[config.mk]
export PLATFORM = sky130hd
export DESIGN_NAME = disk_image_chunk_parser
export DESIGN_NICKNAME = d
export VERILOG_FILES = /design/src/rtl/core/dicp_pkg.sv /design/src/rtl/core/dicp_front.sv /design/src/rtl/core/dicp_back.sv /design/src/rtl/core/disk_image_chunk_parser.sv
export SDC_FILE = /design/constraint.sdc
export NUM_CORES = 2
export LEC_CHECK = 0
export BUFFER_PORTS_ARGS = -buffer_cell sky130_fd_sc_hd__buf_2
export CORE_MARGIN = 10
export CORE_UTILIZATION = 55
export CTS_CLUSTER_DIAMETER = 100
export DETAILED_ROUTE_END_ITERATION = 6
export PLACE_DENSITY = 0.77
export SLEW_MARGIN = 40
export SYNTH_ARGS = -nofsm -noshare
export SYNTH_HDL_FRONTEND = slang
export SYNTH_SLANG_ARGS = --single-unit
[constraint.sdc]
create_clock -name clk -period 18.5 [get_ports clk]
set_input_delay 3.7 -clock clk [delete_from_list [all_inputs] [get_ports clk]]
set_output_delay 3.7 -clock clk [all_outputs]
set_load 0.005 [all_outputs]
[src/rtl/core/dicp_pkg.sv]
// ----------------------------------------------------------------------------
// dicp_pkg
// Types and constants shared by the disk image chunk parser modules.
// ----------------------------------------------------------------------------
`default_nettype none

package dicp_pkg;

  localparam int MAX_TRACKS_DEF = 160;
  localparam int ADDR_BITS_DEF  = 24;

  localparam logic [31:0] ID_INFO   = 32'h4F464E49;
  localparam logic [31:0] ID_TMAP   = 32'h50414D54;
  localparam logic [31:0] ID_TRKS   = 32'h534B5254;
  localparam logic [31:0] MAGIC_V1  = 32'h315A4F57;
  localparam logic [31:0] MAGIC_V2  = 32'h325A4F57;
  localparam logic [31:0] SIGNATURE = 32'h7F0A0DFF;
  localparam logic [12:0] V1_ENTRY    = 13'd6656;
  localparam logic [12:0] V1_BYTES_AT = 13'd6400;
  localparam logic [12:0] V1_BITS_END = 13'd6405;
  localparam int          HDR_BYTES   = 12;

  localparam logic [1:0] KIND_INFO = 2'd0;
  localparam logic [1:0] KIND_MAP  = 2'd1;
  localparam logic [1:0] KIND_TRK  = 2'd2;
  localparam logic [1:0] KIND_END  = 2'd3;

  localparam logic [1:0] ST_OK    = 2'd0;
  localparam logic [1:0] ST_SHORT = 2'd1;
  localparam logic [1:0] ST_MAGIC = 2'd2;

  localparam int REG_IMAGE_SIZE = 0;

  typedef struct packed {
    logic [7:0] data_byte;
    logic       last_byte;
  } in_item_t;

  typedef struct packed {
    logic [1:0]  rec_kind;
    logic [7:0]  rec_index;
    logic [7:0]  map_value;
    logic [23:0] trk_start;
    logic [15:0] track_bytes;
    logic [31:0] trk_bit_count;
    logic [7:0]  info_version;
    logic [7:0]  info_disk_type;
    logic [7:0]  info_write_protect;
    logic [7:0]  info_synchronized;
    logic [7:0]  info_cleaned;
    logic [1:0]  status;
  } out_item_t;

  // Work handed from front to back: at most one parse record plus end flag.
  typedef struct packed {
    logic      rec_vld;
    out_item_t rec;
    logic      end_vld;
    logic [7:0] end_version;
    logic [1:0] end_status;
  } cmd_t;

endpackage

`default_nettype wire

[src/rtl/core/dicp_front.sv]
// ----------------------------------------------------------------------------
// dicp_front
// Byte-level parser: header checks, chunk walk and record formation.
// ----------------------------------------------------------------------------
`default_nettype none

module dicp_front import dicp_pkg::*; #(
  parameter int MAX_TRACKS = MAX_TRACKS_DEF,
  parameter int ADDR_BITS  = ADDR_BITS_DEF
) (
  input  wire logic        clk,
  input  wire logic        rst,
  input  wire logic [23:0] image_size,
  input  wire logic        take,
  input  wire in_item_t    item,
  output cmd_t             cmd
);

  typedef enum logic [1:0] {PH_FILE, PH_CHDR, PH_PAYLOAD, PH_HALT} phase_t;

  localparam logic [ADDR_BITS-1:0] POS_MAX = '1;

  phase_t                phase;
  logic [ADDR_BITS-1:0]  byte_position;
  logic [31:0]           chunk_kind;
  logic [31:0]           chunk_length;
  logic [31:0]           payload_position;
  logic [47:0]           field_shift;
  logic [7:0]            format_version;
  logic [1:0]            header_error;
  // v1 entry bookkeeping: entry offset and entry number of the payload byte
  logic [12:0]           v1_off;
  logic [31:0]           v1_trk;
  logic [32:0]           v1_end;   // (t+1)*6656
  logic [32:0]           v1_base;  // pos of entry start, t*6656 + payload start

  phase_t                phase_n;
  logic [31:0]           kind_n, len_n, pp_n;
  logic [47:0]           sh_n;
  logic [7:0]            ver_n;
  logic [1:0]            err_n;
  cmd_t                  cmd_n;
  logic [7:0]            b;
  logic [32:0]           pos_w;
  logic [47:0]           sh_tmp;
  logic [32:0]           nbytes;
  logic [33:0]           fend;

  assign b     = item.data_byte;
  assign pos_w = 33'(byte_position);

  always_comb begin
    phase_n = phase;
    kind_n  = chunk_kind;
    len_n   = chunk_length;
    pp_n    = payload_position;
    sh_n    = field_shift;
    ver_n   = format_version;
    err_n   = header_error;
    cmd_n   = '0;
    sh_tmp  = '0;
    nbytes  = '0;
    fend    = '0;
    unique case (phase)
      PH_FILE: begin
        if (image_size < 24'(HDR_BYTES)) begin
          err_n   = ST_SHORT;
          phase_n = PH_HALT;
        end else begin
          if (pos_w < 33'd4) begin
            kind_n = chunk_kind | (32'(b) << {byte_position[1:0], 3'b000});
          end else if (pos_w < 33'd8) begin
            len_n = chunk_length | (32'(b) << {byte_position[1:0], 3'b000});
          end
          if (pos_w == 33'd7) begin
            if ((kind_n == MAGIC_V1 || kind_n == MAGIC_V2) && len_n == SIGNATURE) begin
              ver_n = (kind_n == MAGIC_V2) ? 8'd2 : 8'd1;
            end else begin
              err_n   = ST_MAGIC;
              phase_n = PH_HALT;
            end
          end
          if (pos_w >= 33'd11 && phase_n == PH_FILE) begin
            phase_n = PH_CHDR;
            pp_n    = '0;
          end
        end
      end
      PH_CHDR: begin
        if (payload_position == '0 && pos_w + 33'd8 > 33'(image_size)) begin
          phase_n = PH_HALT;
        end else begin
          if (payload_position == '0) begin
            kind_n = '0;
            len_n  = '0;
          end
          if (payload_position < 32'd4) begin
            kind_n = kind_n | (32'(b) << {payload_position[1:0], 3'b000});
          end else begin
            len_n = len_n | (32'(b) << {payload_position[1:0], 3'b000});
          end
          pp_n = payload_position + 32'd1;
          if (pp_n >= 32'd8) begin
            pp_n = '0;
            sh_n = '0;
            if (pos_w + 33'd1 + 33'(len_n) > 33'(image_size)) begin
              phase_n = PH_HALT;
            end else if (len_n != '0) begin
              phase_n = PH_PAYLOAD;
            end
          end
        end
      end
      PH_PAYLOAD: begin
        if (chunk_kind == ID_INFO) begin
          if (payload_position < 32'd5) begin
            sh_n = field_shift | (48'(b) << (6'(payload_position[2:0]) * 6'd8));
          end
          if (payload_position == 32'd4) begin
            ver_n = sh_n[7:0];
            cmd_n.rec_vld                = 1'b1;
            cmd_n.rec.rec_kind           = KIND_INFO;
            cmd_n.rec.info_version       = sh_n[7:0];
            cmd_n.rec.info_disk_type     = sh_n[15:8];
            cmd_n.rec.info_write_protect = sh_n[23:16];
            cmd_n.rec.info_synchronized  = sh_n[31:24];
            cmd_n.rec.info_cleaned       = sh_n[39:32];
          end
        end else if (chunk_kind == ID_TMAP) begin
          if (payload_position < 32'(MAX_TRACKS)) begin
            cmd_n.rec_vld       = 1'b1;
            cmd_n.rec.rec_kind  = KIND_MAP;
            cmd_n.rec.rec_index = payload_position[7:0];
            cmd_n.rec.map_value = b;
          end
        end else if (chunk_kind == ID_TRKS) begin
          if (format_version == 8'd1) begin
            if (v1_off >= V1_BYTES_AT && v1_off <= V1_BITS_END) begin
              sh_n = {b, field_shift[47:8]};
            end
            if (v1_off == V1_BITS_END && v1_trk < 32'(MAX_TRACKS) &&
                v1_end <= 33'(chunk_length)) begin
              cmd_n.rec_vld           = 1'b1;
              cmd_n.rec.rec_kind      = KIND_TRK;
              cmd_n.rec.rec_index     = v1_trk[7:0];
              cmd_n.rec.trk_start     = v1_base[23:0];
              cmd_n.rec.track_bytes   = sh_n[15:0];
              cmd_n.rec.trk_bit_count = sh_n[47:16];
            end
          end else begin
            if (payload_position[2:0] != 3'd2 && payload_position[2:0] != 3'd3) begin
              sh_n = {b, field_shift[47:8]};
            end
            sh_tmp = sh_n;
            if (payload_position[2:0] == 3'd7 &&
                32'(payload_position[31:3]) < 32'(MAX_TRACKS) &&
                {1'b0, payload_position[31:3], 3'b000} + 33'd8 <= 33'(chunk_length) &&
                sh_tmp[15:0] != '0 && sh_tmp[47:16] != '0) begin
              nbytes = (33'(sh_tmp[47:16]) + 33'd7) >> 3;
              fend   = {9'd0, sh_tmp[15:0], 9'd0} + 34'(nbytes);
              if (fend <= 34'(image_size)) begin
                cmd_n.rec_vld           = 1'b1;
                cmd_n.rec.rec_kind      = KIND_TRK;
                cmd_n.rec.rec_index     = payload_position[10:3];
                cmd_n.rec.trk_start     = {sh_tmp[14:0], 9'd0};
                cmd_n.rec.track_bytes   = nbytes[15:0];
                cmd_n.rec.trk_bit_count = sh_tmp[47:16];
              end
            end
          end
        end
        pp_n = payload_position + 32'd1;
        if (pp_n >= chunk_length) begin
          pp_n    = '0;
          phase_n = PH_CHDR;
        end
      end
      default: begin
      end
    endcase
    if (item.last_byte) begin
      cmd_n.end_vld     = 1'b1;
      cmd_n.end_version = ver_n;
      cmd_n.end_status  = (err_n == ST_OK && phase_n == PH_FILE) ? ST_SHORT : err_n;
    end
  end

  always_ff @(posedge clk) begin
    if (rst) begin
      phase <= PH_FILE; byte_position <= '0; chunk_kind <= '0; chunk_length <= '0;
      payload_position <= '0; field_shift <= '0; format_version <= '0;
      header_error <= '0; v1_off <= '0; v1_trk <= '0; v1_end <= 33'(V1_ENTRY);
      v1_base <= '0; cmd <= '0;
    end else begin
      cmd <= take ? cmd_n : '0;
      if (take) begin
        if (item.last_byte) begin
          phase <= PH_FILE; byte_position <= '0; chunk_kind <= '0; chunk_length <= '0;
          payload_position <= '0; field_shift <= '0; format_version <= '0;
          header_error <= '0;
        end else begin
          phase <= phase_n; chunk_kind <= kind_n; chunk_length <= len_n;
          payload_position <= pp_n; field_shift <= sh_n; format_version <= ver_n;
          header_error <= err_n;
          if (byte_position != POS_MAX) begin
            byte_position <= byte_position + 1'b1;
          end
        end
        // Entry counters restart with every payload, advance per payload byte.
        if (phase == PH_PAYLOAD && phase_n == PH_PAYLOAD && !item.last_byte) begin
          if (v1_off == V1_ENTRY - 13'd1) begin
            v1_off  <= '0;
            v1_trk  <= v1_trk + 32'd1;
            v1_end  <= v1_end + 33'(V1_ENTRY);
            v1_base <= v1_base + 33'(V1_ENTRY);
          end else begin
            v1_off <= v1_off + 13'd1;
          end
        end else begin
          v1_off  <= '0;
          v1_trk  <= '0;
          v1_end  <= 33'(V1_ENTRY);
          v1_base <= pos_w + 33'd1;
        end
      end
    end
  end

endmodule

`default_nettype wire

[src/rtl/core/dicp_back.sv]
// ----------------------------------------------------------------------------
// dicp_back
// Command queue and result queue: splits each command into result beats.
// ----------------------------------------------------------------------------
`default_nettype none

module dicp_back import dicp_pkg::*; (
  input  wire logic clk,
  input  wire logic rst,
  input  wire cmd_t cmd,
  output logic      room,
  output out_item_t res,
  output logic      empty,
  input  wire logic pop
);

  localparam int DEPTH = 4;

  cmd_t       q [DEPTH];
  logic [1:0] wr_ptr, rd_ptr;
  logic [2:0] count;
  logic       part;   // 1: record beat already sent
  logic       push_q, pop_q, beat_done;
  cmd_t       head;

  assign head   = q[rd_ptr];
  assign push_q = cmd.rec_vld | cmd.end_vld;
  assign empty  = (count == '0);
  // Front can have one command in flight; keep slack for it.
  assign room   = (count < 3'(DEPTH - 1));

  always_comb begin
    res = '0;
    if (head.rec_vld && !part) begin
      res = head.rec;
    end else begin
      res.rec_kind     = KIND_END;
      res.info_version = head.end_version;
      res.status       = head.end_status;
    end
  end

  assign beat_done = pop && !empty;
  assign pop_q = beat_done && (!(head.rec_vld && !part) || !head.end_vld);

  always_ff @(posedge clk) begin
    if (push_q) begin
      q[wr_ptr] <= cmd;
    end
  end

  always_ff @(posedge clk) begin
    if (rst) begin
      wr_ptr <= '0; rd_ptr <= '0; count <= '0; part <= 1'b0;
    end else begin
      if (push_q) begin
        wr_ptr <= wr_ptr + 2'd1;
      end
      if (pop_q) begin
        rd_ptr <= rd_ptr + 2'd1;
        part   <= 1'b0;
      end else if (beat_done) begin
        part <= 1'b1;
      end
      count <= count + 3'(push_q) - 3'(pop_q);
    end
  end

endmodule

`default_nettype wire

[src/rtl/core/disk_image_chunk_parser.sv]
// ----------------------------------------------------------------------------
// disk_image_chunk_parser
// Streaming flux-image parser: header check, chunk walk, record output.
// ----------------------------------------------------------------------------
// Channel   Dir  Handshake          Payload
// input     in   push / full        in_item_t  (data_byte, last_byte)
// result    out  pop / empty        out_item_t (record fields)
// config    in   APB psel/penable   image_size at address 0
//
// One byte is taken every cycle while full is low; the front parser is a
// single registered stage, so a byte's first result beat passes its cmd register
// and the back queue before it shows. A byte yields at most two result beats (a
// record and the end status); the back queue holds four commands, and full rises
// once three wait, so a slow consumer stalls input.
// rst is synchronous, clears parse state, queues and image_size.
// ----------------------------------------------------------------------------
`default_nettype none

module disk_image_chunk_parser import dicp_pkg::*; #(
  parameter int MAX_TRACKS = MAX_TRACKS_DEF,
  parameter int ADDR_BITS  = ADDR_BITS_DEF
) (
  input  wire logic        clk,
  input  wire logic        rst,
  input  wire logic        push,
  output logic             full,
  input  wire in_item_t    in_item,
  output logic             empty,
  input  wire logic        pop,
  output out_item_t        out_item,
  input  wire logic        psel,
  input  wire logic        penable,
  input  wire logic        pwrite,
  input  wire logic [1:0]  paddr,
  input  wire logic [31:0] pwdata,
  output logic [31:0]      prdata,
  output logic             pready
);

  logic [23:0] image_size;
  logic        take, room;
  cmd_t        cmd;

  assign pready = 1'b1;
  assign prdata = (paddr == 2'(REG_IMAGE_SIZE * 4)) ? {8'd0, image_size} : '0;

  // Hold image_size across images; write on the access phase.
  always_ff @(posedge clk) begin
    if (rst) begin
      image_size <= '0;
    end else if (psel && penable && pwrite && paddr == 2'(REG_IMAGE_SIZE * 4)) begin
      image_size <= pwdata[23:0];
    end
  end

  assign full = !room;
  assign take = push && !full;

  dicp_front #(.MAX_TRACKS(MAX_TRACKS), .ADDR_BITS(ADDR_BITS)) u_front (
    .clk, .rst, .image_size, .take, .item(in_item), .cmd
  );

  dicp_back u_back (
    .clk, .rst, .cmd, .room, .res(out_item), .empty, .pop
  );

endmodule

`default_nettype wire

After elaboration in Yosys (flattened, before gate mapping):

Memories as Yosys holds them, arrays and structs flattened. A register that Yosys moved wholly into a read port is not among the register bits.
Index checks and enable logic that the tools add are counted.

* $add $sub $neg: 16
* $lt $le $gt $ge: 19
* equality and inequality tests: 26
* shift operators: 3
* multiplexer cells: 109
* bitwise operators: 14
* reductions and logical operators: 58

Operators by type and width (number)
* $mux 32: 32
* $mux 48: 15
* $mux 72: 4
* $mux 33: 4
* $eq 32x31->1 const B: 4
* $or 32x32->32: 4
* $pmux 32 s2: 2
* $pmux 32 s3: 1
* $pmux 48 s2: 1
* $mux 88: 1
* $mux 11: 7
* $mux 24: 3
* $add 33x13->33 const B: 2
* $gt 33x24->1: 2
* $le 33x32->1: 2
* $add 32x1->32 const B: 2
* $eq 32x30->1 const B: 2
* $lt 32x3->1 const B: 2
* $lt 32x8->1 const B: 2
* $reduce_bool 32->1: 2
* $shl 8x5->32: 2
* $mux 8: 7
* $lt 24x4->1 const B: 2
* $or 48x48->48: 1
* 64 further kinds: 139

* flip-flop bits (word level): 467
* RAM bits: 576
* input port bits: 50
* output and inout port bits: 167
* logic and storage cells: 281
* memories: 1

Memories
* u_back.q: depth 4, width 144, rd ports 1, clocked after memory_dff 1, wr ports 1, line dicp_back.sv:19 `cmd_t q [DEPTH];`

Longest topological paths before layout:

* word-level depth: 22
* mapped depth: 40
* depth with buffers taken out: 36

Cells and area by module:

Synthesis repeated with hierarchy kept, for this count alone.

* cells, all modules: 5036
* area total of the unflattened synthesis: 53472.5 um2

Modules (own cells, without submodules)
* dicp_front: instances 1, cells an instance 3925, area each 29896.2 um2, sequential area each 8308.0 um2
* dicp_back: instances 1, cells an instance 966, area each 22211.3 um2, sequential area each 17496.8 um2
* disk_image_chunk_parser: instances 1, cells an instance 145, area each 1365.1 um2, sequential area each 480.5 um2

Least setup slack after synthesis:

OpenSTA, ideal clock, no wires.

* path kind: input to register
* start point: input port in_item[2] (netlist name)
* end point: register u_front.v1_end[29]
* library setup time: 0.132 ns
* arrival: 9.700 ns
* data required time: 18.368 ns
* path slack: 8.668 ns
* cell stages on the path: 33
* buffers on the path: 5
* path through: clkbuf_1 > and2_1 > clkbuf_1 > nand2_1 > o21ai_0 > fa_1 > a21o_1 > a21oi_1 > o31ai_1 > nor2_1 > o21ai_0 > a21oi_1 > o21bai_1 > nand3_1 > nand2_1 > xor2_1 > ha_1 > a21o_1 > a211oi_1 > o21bai_1 > a21oi_1 > nor2b_1 > o31ai_1 > o2111ai_1 > a2111oi_0 > nand4b_1 > o41a_1 > buf_2 > a31o_2 > buf_6 > buf_2 > o41ai_1 > a21oi_1

* cells in the longest elaborated chain, start to end: 22
* elaborated cells on any way between the ends: 42
* those cells by class: add/sub (1); order compare (1); eq/ne (5); shift (2); mux (22); bitwise (3); reduce/logical (8)

RTL lines
* start, declared: line disk_image_chunk_parser.sv:27 `input wire in_item_t in_item,`
* parallel branches: the longest is 16 deep, another holds $add 33x32->33
* $pmux 2 s3 (*): line dicp_front.sv:64 `unique case (phase)`
* $eq 2x2->1 (*): line dicp_front.sv:210 `if (phase == PH_PAYLOAD && phase_n == PH_PAYLOAD && !item.last_byte) begin`
* $logic_and 1x1->1 (*) (2 in a row): line dicp_front.sv:210
* $ne 2x2->1 (no line)
* $reduce_and 2->1 (no line)
* end signal, assigned: line dicp_front.sv:214 `v1_end <= v1_end + 33'(V1_ENTRY);`
* end signal, assigned: line dicp_front.sv:222 `v1_end <= 33'(V1_ENTRY);`
* end, declared: line dicp_front.sv:34 `logic [32:0] v1_end;`

Mark *: on every way between the ends. The select of a mux whose other input is x is not followed.
A chain may end at the register's enable or synchronous reset.

Worst setup path after layout:

Same ends and word-level chain as after synthesis.

==> results.yml <==
status:
  outcome: "finished, violations left"
  violations: "design-rule violations"
synthesis:
  synth_ff_type: "edfxtp_1"
  ys_warn_count: 0
  synth_edf_count: 568
  synth.area.top_cells: "edfxtp_1, dfxtp_1, mux4_2, ha_1, nor2_1"
  synth.cell_area_um2: 52100
  syn-instance-count: 4961
  synth.avg_cell_area_um2: 10.5
  async_reset_ff_share_pct: 0
  yosysTopAreaCell: "edfxtp_1"
  ys_seq_elements: 1017
  ys_seq_area_share_pct: 50.0
  ys_types: 94
  synth_top_area_share_pct: 32.7
die:
  die_area_um2: 107000
  ios: 217
  initial_core_util_pct: 55.6
  die_w_um: 328
  core_area_um2: 93600
  rows: 112
  die_h_um: 328
global_routing:
  grt_pass1_wl_um: 254000
  grt_usage_pct: 30.7
  use_met2_pct: 47.4
  gr-max-usage-layer: "met2"
  antenna_found_initial: 6
  grt-ovfl-total: 0
  first_global_vias: 40100
  grtUsageMet3_pct: 7.79
  grt_max_degree: 123
  use_met1_pct: 40.6
power_and_ir_drop:
  power_density_nw_per_um2: 99.5
  p_leak_nw: 21.8
  ir_worst_vdd_mv: 0.0658
clock_network:
  max-clock-path-buffers: 3
  htree_num_levels: 3
  holdBufCountCts: 0
  postCtsSetupRepairBufs: 0
  cts_tree: "built"
  cts_inserted_buffers: 102
  root_buffer: "clkbuf_16"
  cts_resized: 0
  clock_sinks: 1017
  worst_skew_pair.late_latency_ns: 0.71
  clk_pin_slew_worst_paths_ns: 0.06
worst_setup_path:
  cp-startpoint: "in_item[2]"
  worst_setup_path_start_kind: "input pin"
  critPathRequiredTime_ns: 19.11
  cp_common_cell: "a21oi_1"
  crit_type: "in -> reg"
  worst-path-max-fanout: 23
  r2r_start: "u_front.payload_position[6]"
  cp_top_family: "compound AO/OA/AOI/OAI gates"
  critPathArrivalTime_ns: 12.81
  critPathCaptureType: "register"
  slowest_stage: "o41a_1"
  slowest_delay_ns: 0.65
  path_buf_inv: 4
routing:
  vias: 42200
  wire_per_inst_um: 27.0
  routed_via_density: 6.67
  ant_nets: 0
  drt-total-wl_um: 171000
  drc: 4
  drt_iter0_drc: 5813
  drt-pass1-iter-count: 7
timing:
  setup_viol_count_final: 0
  timing.fmax_mhz: 82.0
  setup_tns_ns: 0
  drv_slew: 0
  fin_ws_ns: 6.30
  relSlewSlack_pct: 39.3
  worstMarginPinSlew_ns: 0.898
  fin_crit_sh_pct: 65.9
  hold_slack_ns: 0.456
  layout_min_cycle_time_ns: 12.20
  finalHoldViolations: 0
  rsz0062_at_grt: "no"
  finalClockSkew_ns: 0.0340
placed_design:
  dp_worst_setup_slack_ns: 5.97
  postPlaceCellArea_um2: 54200
  dpl.hpwl_um: 118000
  portBuffers: 199
  gp_congestion: 1.01
final_layout:
  fin_util_pct: 61.8
  final_common_cell: "edfxtp_1"
  final_cell_mix: "edfxtp_1, nor2_1, dfxtp_1, a21oi_1, nand2_1"
  fin_nets: 5252
  fin_area_um2: 57800
  drive_gt1_share_pct: 13.9
  area_growth_syn_to_layout_pct: 11.0
flow_run:
  drv_cap: 0
min_path:
  min_path_type: "reg -> reg"
  hp-start: "image_size[8]"
[cells in the mapped netlist (70+ instances only)]
master	number
ha_1	222
nor4_1	73
inv_1	137
xor2_1	83
nand4_1	85
nor2_1	492
mux4_2	142
o21ai_0	150
a21o_1	82
and3_1	180
clkbuf_1	333
xnor2_1	123
nand3_1	130
a21oi_1	358
dfxtp_1	449
edfxtp_1	568
nor3_1	174
nand2_1	321
a22o_1	70
[path summary, 6_finish.rpt]
kind                        endpoint  slack [ns]  cells past startpoint
setup / recovery  u_front.v1_end[29]        6.30                     33
hold / removal         image_size[8]        0.46                      2
setup reg to reg  u_front.v1_end[29]        8.10                     33
hold reg to reg        image_size[8]        0.46                      2
[final cells by class]
type                       count  area (µm²)
fill                        7326       35800
sequential                  1017       26100
multi-input combinational   3425       24200
clock buffer                 146        3020
timing repair buffer         291        1880
tap                         1254        1570
inverter                     140         526
clock inverter                44         519
antenna                        4        10.0
[flip-flops by register name, indices dropped and copies added (netlist names), 2 cells and up, named ones only]
signal and flops:
u_back.wr_ptr 2, u_front.v1_off 13, u_front.byte_position 24, u_front.v1_end 24, u_front.chunk_length 32, u_front.payload_position 32
u_back.rd_ptr 2, u_front.cmd 142, u_front.header_error 2, image_size 24, u_front.phase 2, u_back.count 3
u_front.format_version 8, u_front.v1_base 24, u_front.chunk_kind 32, u_front.v1_trk 32, u_back.q 568, u_front.field_shift 48
[where the power goes]
group	switching [mW]	leakage [nW]	internal, mW
combinational	0.650	11.0	0.468
clock	0.911	1.72	1.24
sequential	0.0651	9.13	2.42
[worst min-delay path: stages (launching register included)]
cell	delay, ns
dfxtp_1	0.31
nand2_1	0.05
a21oi_1	0.05
[stage by stage]
| stage | std cells | power (mW) |
|---|---|---|
| floorplan | 4968 | 3.24 |
| global placement | 6116 | 3.59 |
| detailed placement | 6125 | 3.62 |
| CTS | 6315 | 5.76 |
| global route | 6317 | 5.94 |
| finish | 6321 | 5.75 |
[cells by family (layout without fill, tap and decap cells)]
family / Yosys count / count (layout) / synth area share [%]
mux: 191 / 191 / 7.13
simple gates: 1704 / 1704 / 16.3
fa+ha+maj: 225 / 225 / 5.45
flops: 1017 / 1017 / 50.0
xor+xnor: 206 / 206 / 3.46
other cells: 2 / 13 / 0.0144
buf+inv: 526 / 621 / 3.93
compound gates: 1090 / 1090 / 13.7
[layer usage]
metal  up-vias  part of all wire, %
met5         -                0.028
met4         6                  4.8
met3       493                   11
met2      2561                   45
met1     20600                   39
li1      18600                    -
(Power assumes the default switching activity.)
